<file path="config.mk">
export PLATFORM = sky130hd
export DESIGN_NAME = sha1_hash_engine_top_flat
export DESIGN_NICKNAME = d
export VERILOG_FILES = /design/src/rtl/sha1_pkg.sv /design/src/rtl/sha1_stream_if.sv /design/src/rtl/sha1_ctrl.sv /design/src/rtl/sha1_datapath.sv /design/src/rtl/sha1_hash_engine_top.sv /design/src/flat_wrapper.sv
export SDC_FILE = /design/constraint.sdc
export NUM_CORES = 2
export LEC_CHECK = 0
export BUFFER_PORTS_ARGS = -buffer_cell sky130_fd_sc_hd__buf_4
export CAP_MARGIN = 0
export CORE_MARGIN = 8
export CORE_UTILIZATION = 40
export CTS_BUF_LIST = sky130_fd_sc_hd__clkbuf_8
export CTS_CLUSTER_SIZE = 14
export DETAILED_ROUTE_END_ITERATION = 16
export SLEW_MARGIN = 20
export SYNTH_ARGS = -nofsm -noshare
export SYNTH_HDL_FRONTEND = slang
export SYNTH_SLANG_ARGS = --single-unit
</file>
<file path="constraint.sdc">
create_clock -name clk -period 17.4 [get_ports clk]
set_clock_uncertainty 0.1 [all_clocks]
set_input_delay 1.74 -clock clk [delete_from_list [all_inputs] [get_ports clk]]
set_output_delay 1.74 -clock clk [all_outputs]
set_load 0.02 [all_outputs]
</file>
<file path="src/rtl/sha1_pkg.sv">
// Shared types, constants and round functions of the SHA-1 hash engine.
package sha1_pkg;

  localparam int WordW  = 32;
  localparam int LenW   = 64;
  localparam int BlockN = 16;
  localparam int ChainN = 5;
  localparam int RoundW = 7;
  localparam int PosW   = $clog2(BlockN);
  localparam int IdxW   = 3;

  localparam logic [RoundW-1:0] LastRound = RoundW'(79);
  localparam logic [IdxW-1:0]   LastIdx   = IdxW'(ChainN - 1);

  localparam logic [WordW-1:0] PadMark = 32'h8000_0000;

  typedef logic [WordW-1:0] word_t;

  localparam word_t ChainInit [ChainN] = '{
    32'h6745_2301, 32'hEFCD_AB89, 32'h98BA_DCFE, 32'h1032_5476, 32'hC3D2_E1F0
  };

  // Controller states.
  typedef enum logic [2:0] {
    S_IDLE,
    S_PAD,
    S_ROUND,
    S_ADD,
    S_DIGEST
  } state_t;

  // Commands from the controller to the datapath.
  typedef struct packed {
    logic push_in;
    logic push_pad;
    logic load_vars;
    logic round_en;
    logic add_chain;
    logic emit;
    logic restart;
  } cmd_t;

  // Status from the datapath to the controller.
  typedef struct packed {
    logic pos_full;
    logic seal;
    logic round_last;
    logic idx_last;
  } status_t;

  // Round constant for round t.
  function automatic word_t sha1_k(input logic [RoundW-1:0] t);
    word_t k;
    if (t < RoundW'(20)) begin
      k = 32'h5A82_7999;
    end else if (t < RoundW'(40)) begin
      k = 32'h6ED9_EBA1;
    end else if (t < RoundW'(60)) begin
      k = 32'h8F1B_BCDC;
    end else begin
      k = 32'hCA62_C1D6;
    end
    return k;
  endfunction

  // Boolean function of round t.
  function automatic word_t sha1_f(input logic [RoundW-1:0] t, input word_t b,
                                   input word_t c, input word_t d);
    word_t f;
    if (t < RoundW'(20)) begin
      f = (b & c) | (~b & d);
    end else if (t < RoundW'(40)) begin
      f = b ^ c ^ d;
    end else if (t < RoundW'(60)) begin
      f = (b & c) | (b & d) | (c & d);
    end else begin
      f = b ^ c ^ d;
    end
    return f;
  endfunction

endpackage

</file>
<file path="src/rtl/sha1_stream_if.sv">
// Valid/ready channel interfaces for message words and digest words.
interface sha1_msg_if;
  logic                          valid;
  logic                          ready;
  logic [sha1_pkg::WordW-1:0]    data_word;
  logic [2:0]                    byte_count;
  logic                          last;

  modport source(output valid, output data_word, output byte_count, output last,
                 input ready);
  modport sink(input valid, input data_word, input byte_count, input last,
               output ready);
endinterface

interface sha1_dig_if;
  logic                          valid;
  logic                          ready;
  logic [sha1_pkg::WordW-1:0]    digest_word;
  logic [sha1_pkg::IdxW-1:0]     word_index;
  logic                          last_word;

  modport source(output valid, output digest_word, output word_index,
                 output last_word, input ready);
  modport sink(input valid, input digest_word, input word_index, input last_word,
               output ready);
endinterface

</file>
<file path="src/rtl/sha1_ctrl.sv">
// Controller state machine of the SHA-1 hash engine.
module sha1_ctrl (
  input  logic              clk,
  input  logic              rst,
  input  logic              in_valid,
  input  logic              in_last,
  output logic              in_ready,
  output logic              out_valid,
  input  logic              out_ready,
  input  sha1_pkg::status_t status,
  output sha1_pkg::cmd_t    cmd
);
  import sha1_pkg::*;

  state_t state, state_next;
  logic   tail, tail_next;
  logic   sealed, sealed_next;

  // State and padding flags.
  always_ff @(posedge clk) begin
    if (rst) begin
      state  <= S_IDLE;
      tail   <= 1'b0;
      sealed <= 1'b0;
    end else begin
      state  <= state_next;
      tail   <= tail_next;
      sealed <= sealed_next;
    end
  end

  // Next state.
  always_comb begin
    state_next  = state;
    tail_next   = tail;
    sealed_next = sealed;
    case (state)
      S_IDLE: begin
        if (in_valid) begin
          if (status.pos_full) begin
            state_next = S_ROUND;
            tail_next  = in_last;
          end else if (in_last) begin
            state_next = S_PAD;
            tail_next  = 1'b1;
          end
        end
      end
      S_PAD: begin
        if (status.pos_full) begin
          state_next  = S_ROUND;
          sealed_next = status.seal;
        end
      end
      S_ROUND: begin
        if (status.round_last) begin
          state_next = S_ADD;
        end
      end
      S_ADD: begin
        if (sealed) begin
          state_next = S_DIGEST;
        end else if (tail) begin
          state_next = S_PAD;
        end else begin
          state_next = S_IDLE;
        end
      end
      S_DIGEST: begin
        if (out_ready && status.idx_last) begin
          state_next  = S_IDLE;
          tail_next   = 1'b0;
          sealed_next = 1'b0;
        end
      end
      default: begin
        state_next = S_IDLE;
      end
    endcase
  end

  // Datapath commands and handshake outputs.
  always_comb begin
    cmd       = '0;
    in_ready  = 1'b0;
    out_valid = 1'b0;
    case (state)
      S_IDLE: begin
        in_ready      = 1'b1;
        cmd.push_in   = in_valid;
        cmd.load_vars = in_valid && status.pos_full;
      end
      S_PAD: begin
        cmd.push_pad  = 1'b1;
        cmd.load_vars = status.pos_full;
      end
      S_ROUND: begin
        cmd.round_en = 1'b1;
      end
      S_ADD: begin
        cmd.add_chain = 1'b1;
      end
      S_DIGEST: begin
        out_valid   = 1'b1;
        cmd.emit    = out_ready;
        cmd.restart = out_ready && status.idx_last;
      end
      default: begin
        cmd = '0;
      end
    endcase
  end

endmodule

</file>
<file path="src/rtl/sha1_datapath.sv">
// Datapath of the SHA-1 hash engine: message schedule, rounds, chaining words.
module sha1_datapath (
  input  logic                       clk,
  input  logic                       rst,
  input  sha1_pkg::cmd_t             cmd,
  output sha1_pkg::status_t          status,
  input  logic [sha1_pkg::WordW-1:0] data_word,
  input  logic [2:0]                 byte_count,
  input  logic                       last,
  output logic [sha1_pkg::WordW-1:0] digest_word,
  output logic [sha1_pkg::IdxW-1:0]  word_index,
  output logic                       last_word
);
  import sha1_pkg::*;

  // Schedule window: entry 0 holds the oldest word.
  word_t sched [BlockN];
  word_t vars  [ChainN];
  word_t chain [ChainN];

  logic [LenW-1:0]   bit_length;
  logic [PosW-1:0]   word_position;
  logic [RoundW-1:0] round_counter;
  logic [IdxW-1:0]   idx;
  logic              mark_pend;
  logic              hi_done;

  logic [2:0]  count_eff;
  logic        full_word;
  word_t       keep;
  word_t       tail_word;
  word_t       in_word;
  word_t       pad_word;
  word_t       push_word;
  logic        push;
  logic        pad_hi;
  logic        pad_lo;
  word_t       w_mix;
  word_t       w_t;
  word_t       round_sum;

  // Tail word: keep the valid bytes and place the pad mark after them.
  always_comb begin
    count_eff = (byte_count > 3'd4) ? 3'd4 : byte_count;
    full_word = !last || (count_eff == 3'd4);
    case (count_eff)
      3'd0:    keep = 32'h0000_0000;
      3'd1:    keep = 32'hFF00_0000;
      3'd2:    keep = 32'hFFFF_0000;
      3'd3:    keep = 32'hFFFF_FF00;
      default: keep = 32'hFFFF_FFFF;
    endcase
    tail_word = (data_word & keep) | (PadMark >> {count_eff, 3'b000});
    in_word   = full_word ? data_word : tail_word;
  end

  // Padding words: deferred mark, zero fill, then the bit length.
  always_comb begin
    pad_hi = !mark_pend && !hi_done && (word_position == PosW'(BlockN - 2));
    pad_lo = !mark_pend && hi_done && (word_position == PosW'(BlockN - 1));
    if (mark_pend) begin
      pad_word = PadMark;
    end else if (pad_hi) begin
      pad_word = bit_length[LenW-1:WordW];
    end else if (pad_lo) begin
      pad_word = bit_length[WordW-1:0];
    end else begin
      pad_word = '0;
    end
    push      = cmd.push_in || cmd.push_pad;
    push_word = cmd.push_in ? in_word : pad_word;
  end

  // One round: schedule word and compression step.
  always_comb begin
    w_mix     = sched[13] ^ sched[8] ^ sched[2] ^ sched[0];
    w_t       = (round_counter < RoundW'(BlockN)) ? sched[0]
                                                   : {w_mix[WordW-2:0], w_mix[WordW-1]};
    round_sum = {vars[0][WordW-6:0], vars[0][WordW-1:WordW-5]}
              + sha1_f(round_counter, vars[1], vars[2], vars[3])
              + vars[4] + w_t + sha1_k(round_counter);
  end

  // Control state and chaining words.
  always_ff @(posedge clk) begin
    if (rst || cmd.restart) begin
      for (int i = 0; i < ChainN; i++) begin
        chain[i] <= ChainInit[i];
      end
      bit_length    <= '0;
      word_position <= '0;
      round_counter <= '0;
      idx           <= '0;
      mark_pend     <= 1'b0;
      hi_done       <= 1'b0;
    end else begin
      if (push) begin
        word_position <= word_position + PosW'(1);
      end
      if (cmd.push_in) begin
        bit_length <= bit_length + (last ? LenW'({count_eff, 3'b000}) : LenW'(WordW));
        mark_pend  <= last && (count_eff == 3'd4);
      end
      if (cmd.push_pad) begin
        if (mark_pend) begin
          mark_pend <= 1'b0;
        end else if (pad_hi) begin
          hi_done <= 1'b1;
        end
      end
      round_counter <= cmd.round_en ? round_counter + RoundW'(1) : '0;
      if (cmd.add_chain) begin
        for (int i = 0; i < ChainN; i++) begin
          chain[i] <= chain[i] + vars[i];
        end
      end
      if (cmd.emit) begin
        idx <= idx + IdxW'(1);
      end
    end
  end

  // Schedule window and working variables.
  always_ff @(posedge clk) begin
    if (push || cmd.round_en) begin
      for (int i = 0; i < BlockN - 1; i++) begin
        sched[i] <= sched[i+1];
      end
      sched[BlockN-1] <= push ? push_word : w_t;
    end
    if (cmd.load_vars) begin
      for (int i = 0; i < ChainN; i++) begin
        vars[i] <= chain[i];
      end
    end else if (cmd.round_en) begin
      vars[4] <= vars[3];
      vars[3] <= vars[2];
      vars[2] <= {vars[1][1:0], vars[1][WordW-1:2]};
      vars[1] <= vars[0];
      vars[0] <= round_sum;
    end
  end

  // Status and digest outputs.
  always_comb begin
    status.pos_full   = (word_position == PosW'(BlockN - 1));
    status.seal       = cmd.push_pad && pad_lo;
    status.round_last = (round_counter == LastRound);
    status.idx_last   = (idx == LastIdx);
    digest_word       = chain[idx];
    word_index        = idx;
    last_word         = (idx == LastIdx);
  end

endmodule

</file>
<file path="src/rtl/sha1_hash_engine_top.sv">
// SHA-1 hash engine: message words in on msg, five digest words out on dig.
// Usage: stream a message on msg as 32-bit words, first byte in bits 31:24.
// Every request but the last carries four bytes; the request with last set
// carries byte_count bytes (0 to 4, larger counts read as 4) and closes the
// message. The engine pads it, hashes the final blocks and then offers the
// digest on dig as five requests, H0 to H4, with word_index 0 to 4 and
// last_word set on H4.
// Timing: a word is taken whenever msg is ready; the sixteenth word of a block
// starts the 80 SHA-1 rounds and one chaining add, during which msg is not ready.
// The round unit runs one SHA-1 round per cycle. After the last word, padding
// fills the block up to its end, and one or two compressions run before the
// first digest word appears.
// Stalls: digest words wait in place while dig.ready is low; no new message
// word is taken until H4 has been taken. Then the engine restarts for a new
// message. Reset (synchronous, active high) drops any message in progress,
// reloads the initial chaining words and leaves msg ready.
module sha1_hash_engine_top (
  input logic        clk,
  input logic        rst,
  sha1_msg_if.sink   msg,
  sha1_dig_if.source dig
);
  import sha1_pkg::*;

  cmd_t    cmd;
  status_t status;

  sha1_ctrl u_ctrl (
    .clk       (clk),
    .rst       (rst),
    .in_valid  (msg.valid),
    .in_last   (msg.last),
    .in_ready  (msg.ready),
    .out_valid (dig.valid),
    .out_ready (dig.ready),
    .status    (status),
    .cmd       (cmd)
  );

  sha1_datapath u_datapath (
    .clk         (clk),
    .rst         (rst),
    .cmd         (cmd),
    .status      (status),
    .data_word   (msg.data_word),
    .byte_count  (msg.byte_count),
    .last        (msg.last),
    .digest_word (dig.digest_word),
    .word_index  (dig.word_index),
    .last_word   (dig.last_word)
  );

endmodule
</file>
<file path="src/flat_wrapper.sv">
// flat-port wrapper written by rule: the top's interface ports become plain ports
module sha1_hash_engine_top_flat import sha1_pkg::*;
  (clk, rst, msg_valid, msg_data_word, msg_byte_count, msg_last, msg_ready, dig_valid, dig_digest_word, dig_word_index, dig_last_word, dig_ready);
  sha1_msg_if msg_i ();
  sha1_dig_if dig_i ();
  input logic clk;
  input logic rst;
  input wire logic [$bits(msg_i.valid)-1:0] msg_valid;
  input wire logic [$bits(msg_i.data_word)-1:0] msg_data_word;
  input wire logic [$bits(msg_i.byte_count)-1:0] msg_byte_count;
  input wire logic [$bits(msg_i.last)-1:0] msg_last;
  output wire logic [$bits(msg_i.ready)-1:0] msg_ready;
  output wire logic [$bits(dig_i.valid)-1:0] dig_valid;
  output wire logic [$bits(dig_i.digest_word)-1:0] dig_digest_word;
  output wire logic [$bits(dig_i.word_index)-1:0] dig_word_index;
  output wire logic [$bits(dig_i.last_word)-1:0] dig_last_word;
  input wire logic [$bits(dig_i.ready)-1:0] dig_ready;
  assign msg_i.valid = msg_valid;
  assign msg_i.data_word = msg_data_word;
  assign msg_i.byte_count = msg_byte_count;
  assign msg_i.last = msg_last;
  assign msg_ready = msg_i.ready;
  assign dig_valid = dig_i.valid;
  assign dig_digest_word = dig_i.digest_word;
  assign dig_word_index = dig_i.word_index;
  assign dig_last_word = dig_i.last_word;
  assign dig_i.ready = dig_ready;
  sha1_hash_engine_top u_core (.clk(clk), .rst(rst), .msg(msg_i), .dig(dig_i));
endmodule
</file>
==> results.toml <==
[outcome]
outcome = "complete, no violations"

[worst_setup_path]
end_kind = "register"
start_kind = "register"
path_buf_inv = 2
cp_top_family = "compound AO/OA/AOI/OAI gates"
cpPeakStageDelay_ns = 0.82
cp_data_required_time_ns = 17.86
worstPathArrival_ns = 6.74
path_class = "reg -> reg"
crit_fanout = 7
r2r_cells = 19
path_cells = "o21ai_0 -> nand2b_1 -> nor2_1 -> fa_1 -> fa_1 -> inv_1 -> fa_1 -> inv_1 -> ha_1 -> a211oi_1 -> o21a_1 -> a2bb2oi_1 -> a211oi_1 -> nor3b_1 -> o21ai_0 -> a211o_1 -> a21oi_1 -> xor2_1 -> o21ai_0"
cp.depth = 19
cp_slowest_cell = "nor2_1"

[synthesis]
synth-xor-area-share = 0.05474
yosysTopAreaCellShare = 0.5275
synth_compound_area_frac = 0.1002
seq_area_frac_synth = 0.5635
synthAdderAreaFrac = 0.1135
netlist_area_mm2 = 0.04736
synth_edf_count = 832
synth.area.top_cells = "edfxtp_1 53%, ha_1 6.0%, fa_1 5.3%, nand2_1 5.0%, dfxtp_1 3.6%"
ys_seq_elements = 917
synthSimpleGateAreaFrac = 0.1192
synthMuxAreaShare = 0.02343
ys.flop_type = "edfxtp_1"
avgSynthCellArea_um2 = 11.90
synth_top_family_by_area = "simple AND/OR/NAND/NOR gates"
async_flop_share = 0
synthDistinctLibCells = 76
netlist_instances = 3981
yosys_warnings = 0
synth_largest_area_cell = "edfxtp_1"
syn_nets = 4375

[placed_design]
gp_congestion = 0.8550
numPortBuffers = 77
placedCellCount = 5505
hpwl_um = 87120

[final_layout]
nFillCells = 10800
seqCellArea_mm2 = 0.02669
drive_gt1_frac = 0.09482
area_growth_syn_to_layout_pct = 11.24
final_common_cell = "edfxtp_1"
layout_common_cells = "832 x edfxtp_1, 632 x nand2_1, 284 x nor2_1"
final_nets = 4523
fin_cells = 5789
multi_input_area_mm2 = 0.01953

[floorplanning]
die_h_um = 360.1
pin_count = 78
die_w_um = 360.1
fp.coreArea_mm2 = 0.1178
rows = 126
dieArea_mm2 = 0.1297
start_util = 0.4022

[timing]
fin_tns_setup_ns = 0
period_minus_slack_ns = 6.281
period_share = 0.3610
slew_violations = 0
worst_slew_pin_slew_ns = 1.138
maxSlewHeadroom = 0.2351
rsz0062_at_grt = "no"
fmax_mhz = 159.2
setup_violations = 0
hold_viol = 0

[clock_network]
post_cts_resized = 0
postCtsHoldBufs = 0
cts_buffers = 157
clock_latency_ns = 0.85
cts_setup_buffers = 0
root_buffer = "clkbuf_8"
h-tree-depth = 4
cts.sinks = 917
path_clk_slew_ns = 0.06
cts_tree = "built"
cts_buffer_depth = 3

[power_and_ir_drop]
power_leakage_nw = 20.07
powerDensity_mw_per_mm2 = 95.13
finalPower_mw = 5.012
irDropWorstVdd_v = 0.00005740

[route]
vias = 31330
dr_wl_met3_um = 8236
top_layer_used = "met4"
wirelength_met1_um = 58050
first_iter_violations = 3131
wl_met2_um = 54580
dr.pass1.iters = 6
vias_per_cell = 5.411
wl_per_cell_um = 21.55
antenna_left = 0
drc = 0
routed_wl_um = 124700

[worst_hold_path]
hold_class = "reg -> reg"
holdPathStages = 0

[global_route]
gr-total-overflow = 0
track_usage = 0.1881
grt_pass1_wl_um = 188900
grt_max_degree = 202
antenna_found_initial = 3
grt_pass1_vias = 30740

[run]
maxCapViolations = 0
[power breakdown]
group	total (mW)	switching [mW]	internal (mW)
sequential	2.66	0.0661	2.59
combinational	0.496	0.306	0.191
clock	1.86	0.913	0.943
total	5.01	1.29	3.73
[state kept, by name, indices dropped and copies added, names as in the netlist, 3 cells and up, named ones only]
name                             cells
u_core.u_datapath.chain            160
u_core.u_datapath.sched            512
u_core.u_datapath.word_position      4
u_core.u_datapath.round_counter      7
u_core.u_ctrl.state                  3
u_core.u_datapath.word_index         3
u_core.u_datapath.vars             160
u_core.u_datapath.bit_length        61
[worst register-to-register path: stages (launching register included)]
cell and delay [ns]:
dfxtp_1 0.37, o21ai_0 0.33, nand2b_1 0.28, nor2_1 0.82
fa_1 0.58, fa_1 0.51, inv_1 0.05, fa_1 0.50
inv_1 0.04, ha_1 0.33, a211oi_1 0.32, o21a_1 0.24
a2bb2oi_1 0.23, a211oi_1 0.16, nor3b_1 0.21, o21ai_0 0.20
a211o_1 0.32, a21oi_1 0.17, xor2_1 0.15, o21ai_0 0.08
[logic make-up after synthesis]
group                    Yosys count
flip-flops                       917
buffers and inverters            319
AO/OA/AOI/OAI                    757
AND/OR/NAND/NOR                 1271
XOR/XNOR                         296
multiplexers                      67
adder cells (fa/ha/maj)          354
[metrics by stage]
step	hold WS [ns]	area (um^2)	util	worst slack, ns
finish	0.2984	52680	0.4474	11.12
global route	0.3029	52680	0.4473	10.54
CTS	0.2999	52650	0.4470	11.06
detailed placement	0.3045	49730	0.4223	11.09
global placement	0.3006	49730	0.4223	11.19
floorplan	0.3003	47360	-	2.555
[layout make-up]
| class | instances | share of cell area |
|---|---|---|
| Antenna cell | 3 | 0.0001425 |
| Clock buffer | 161 | 0.04206 |
| Clock inverter | 119 | 0.01337 |
| Inverter | 199 | 0.01418 |
| Multi-Input combinational cell | 2745 | 0.3707 |
| Sequential cell | 917 | 0.5066 |
| Tap cell | 1536 | 0.03648 |
| Timing Repair Buffer | 109 | 0.01639 |
[Yosys cell counts, types with 44 or more instances]
library cell,count
edfxtp_1,832
nand2_1,634
nor2_1,288
ha_1,228
o21ai_0,216
a21oi_1,207
inv_1,199
xnor2_1,189
fa_1,126
xor2_1,107
clkbuf_1,102
a21o_1,86
dfxtp_1,85
nor2b_1,47
nand3_1,46
or3_1,44
[routing by layer]
metal | global-route usage | up-vias
li1 | - | 14650
met4 | 0.06335 | 0
met3 | 0.04051 | 196
met2 | 0.2807 | 975
met1 | 0.2714 | 15510
met5 | 0 | -
[final timing paths]
| path | from | endpoint | slack, ns |
|---|---|---|---|
| max | u_core.u_datapath.round_counter[4] | u_core.u_datapath.vars[0][30] | 11.12 |
| min | u_core.u_datapath.sched[0][55] | u_core.u_datapath.sched[0][23] | 0.30 |
| max reg2reg | u_core.u_datapath.round_counter[4] | u_core.u_datapath.vars[0][30] | 11.12 |
| min reg2reg | u_core.u_datapath.sched[0][55] | u_core.u_datapath.sched[0][23] | 0.30 |
No activity file was read; power rests on OpenSTA's default activity.
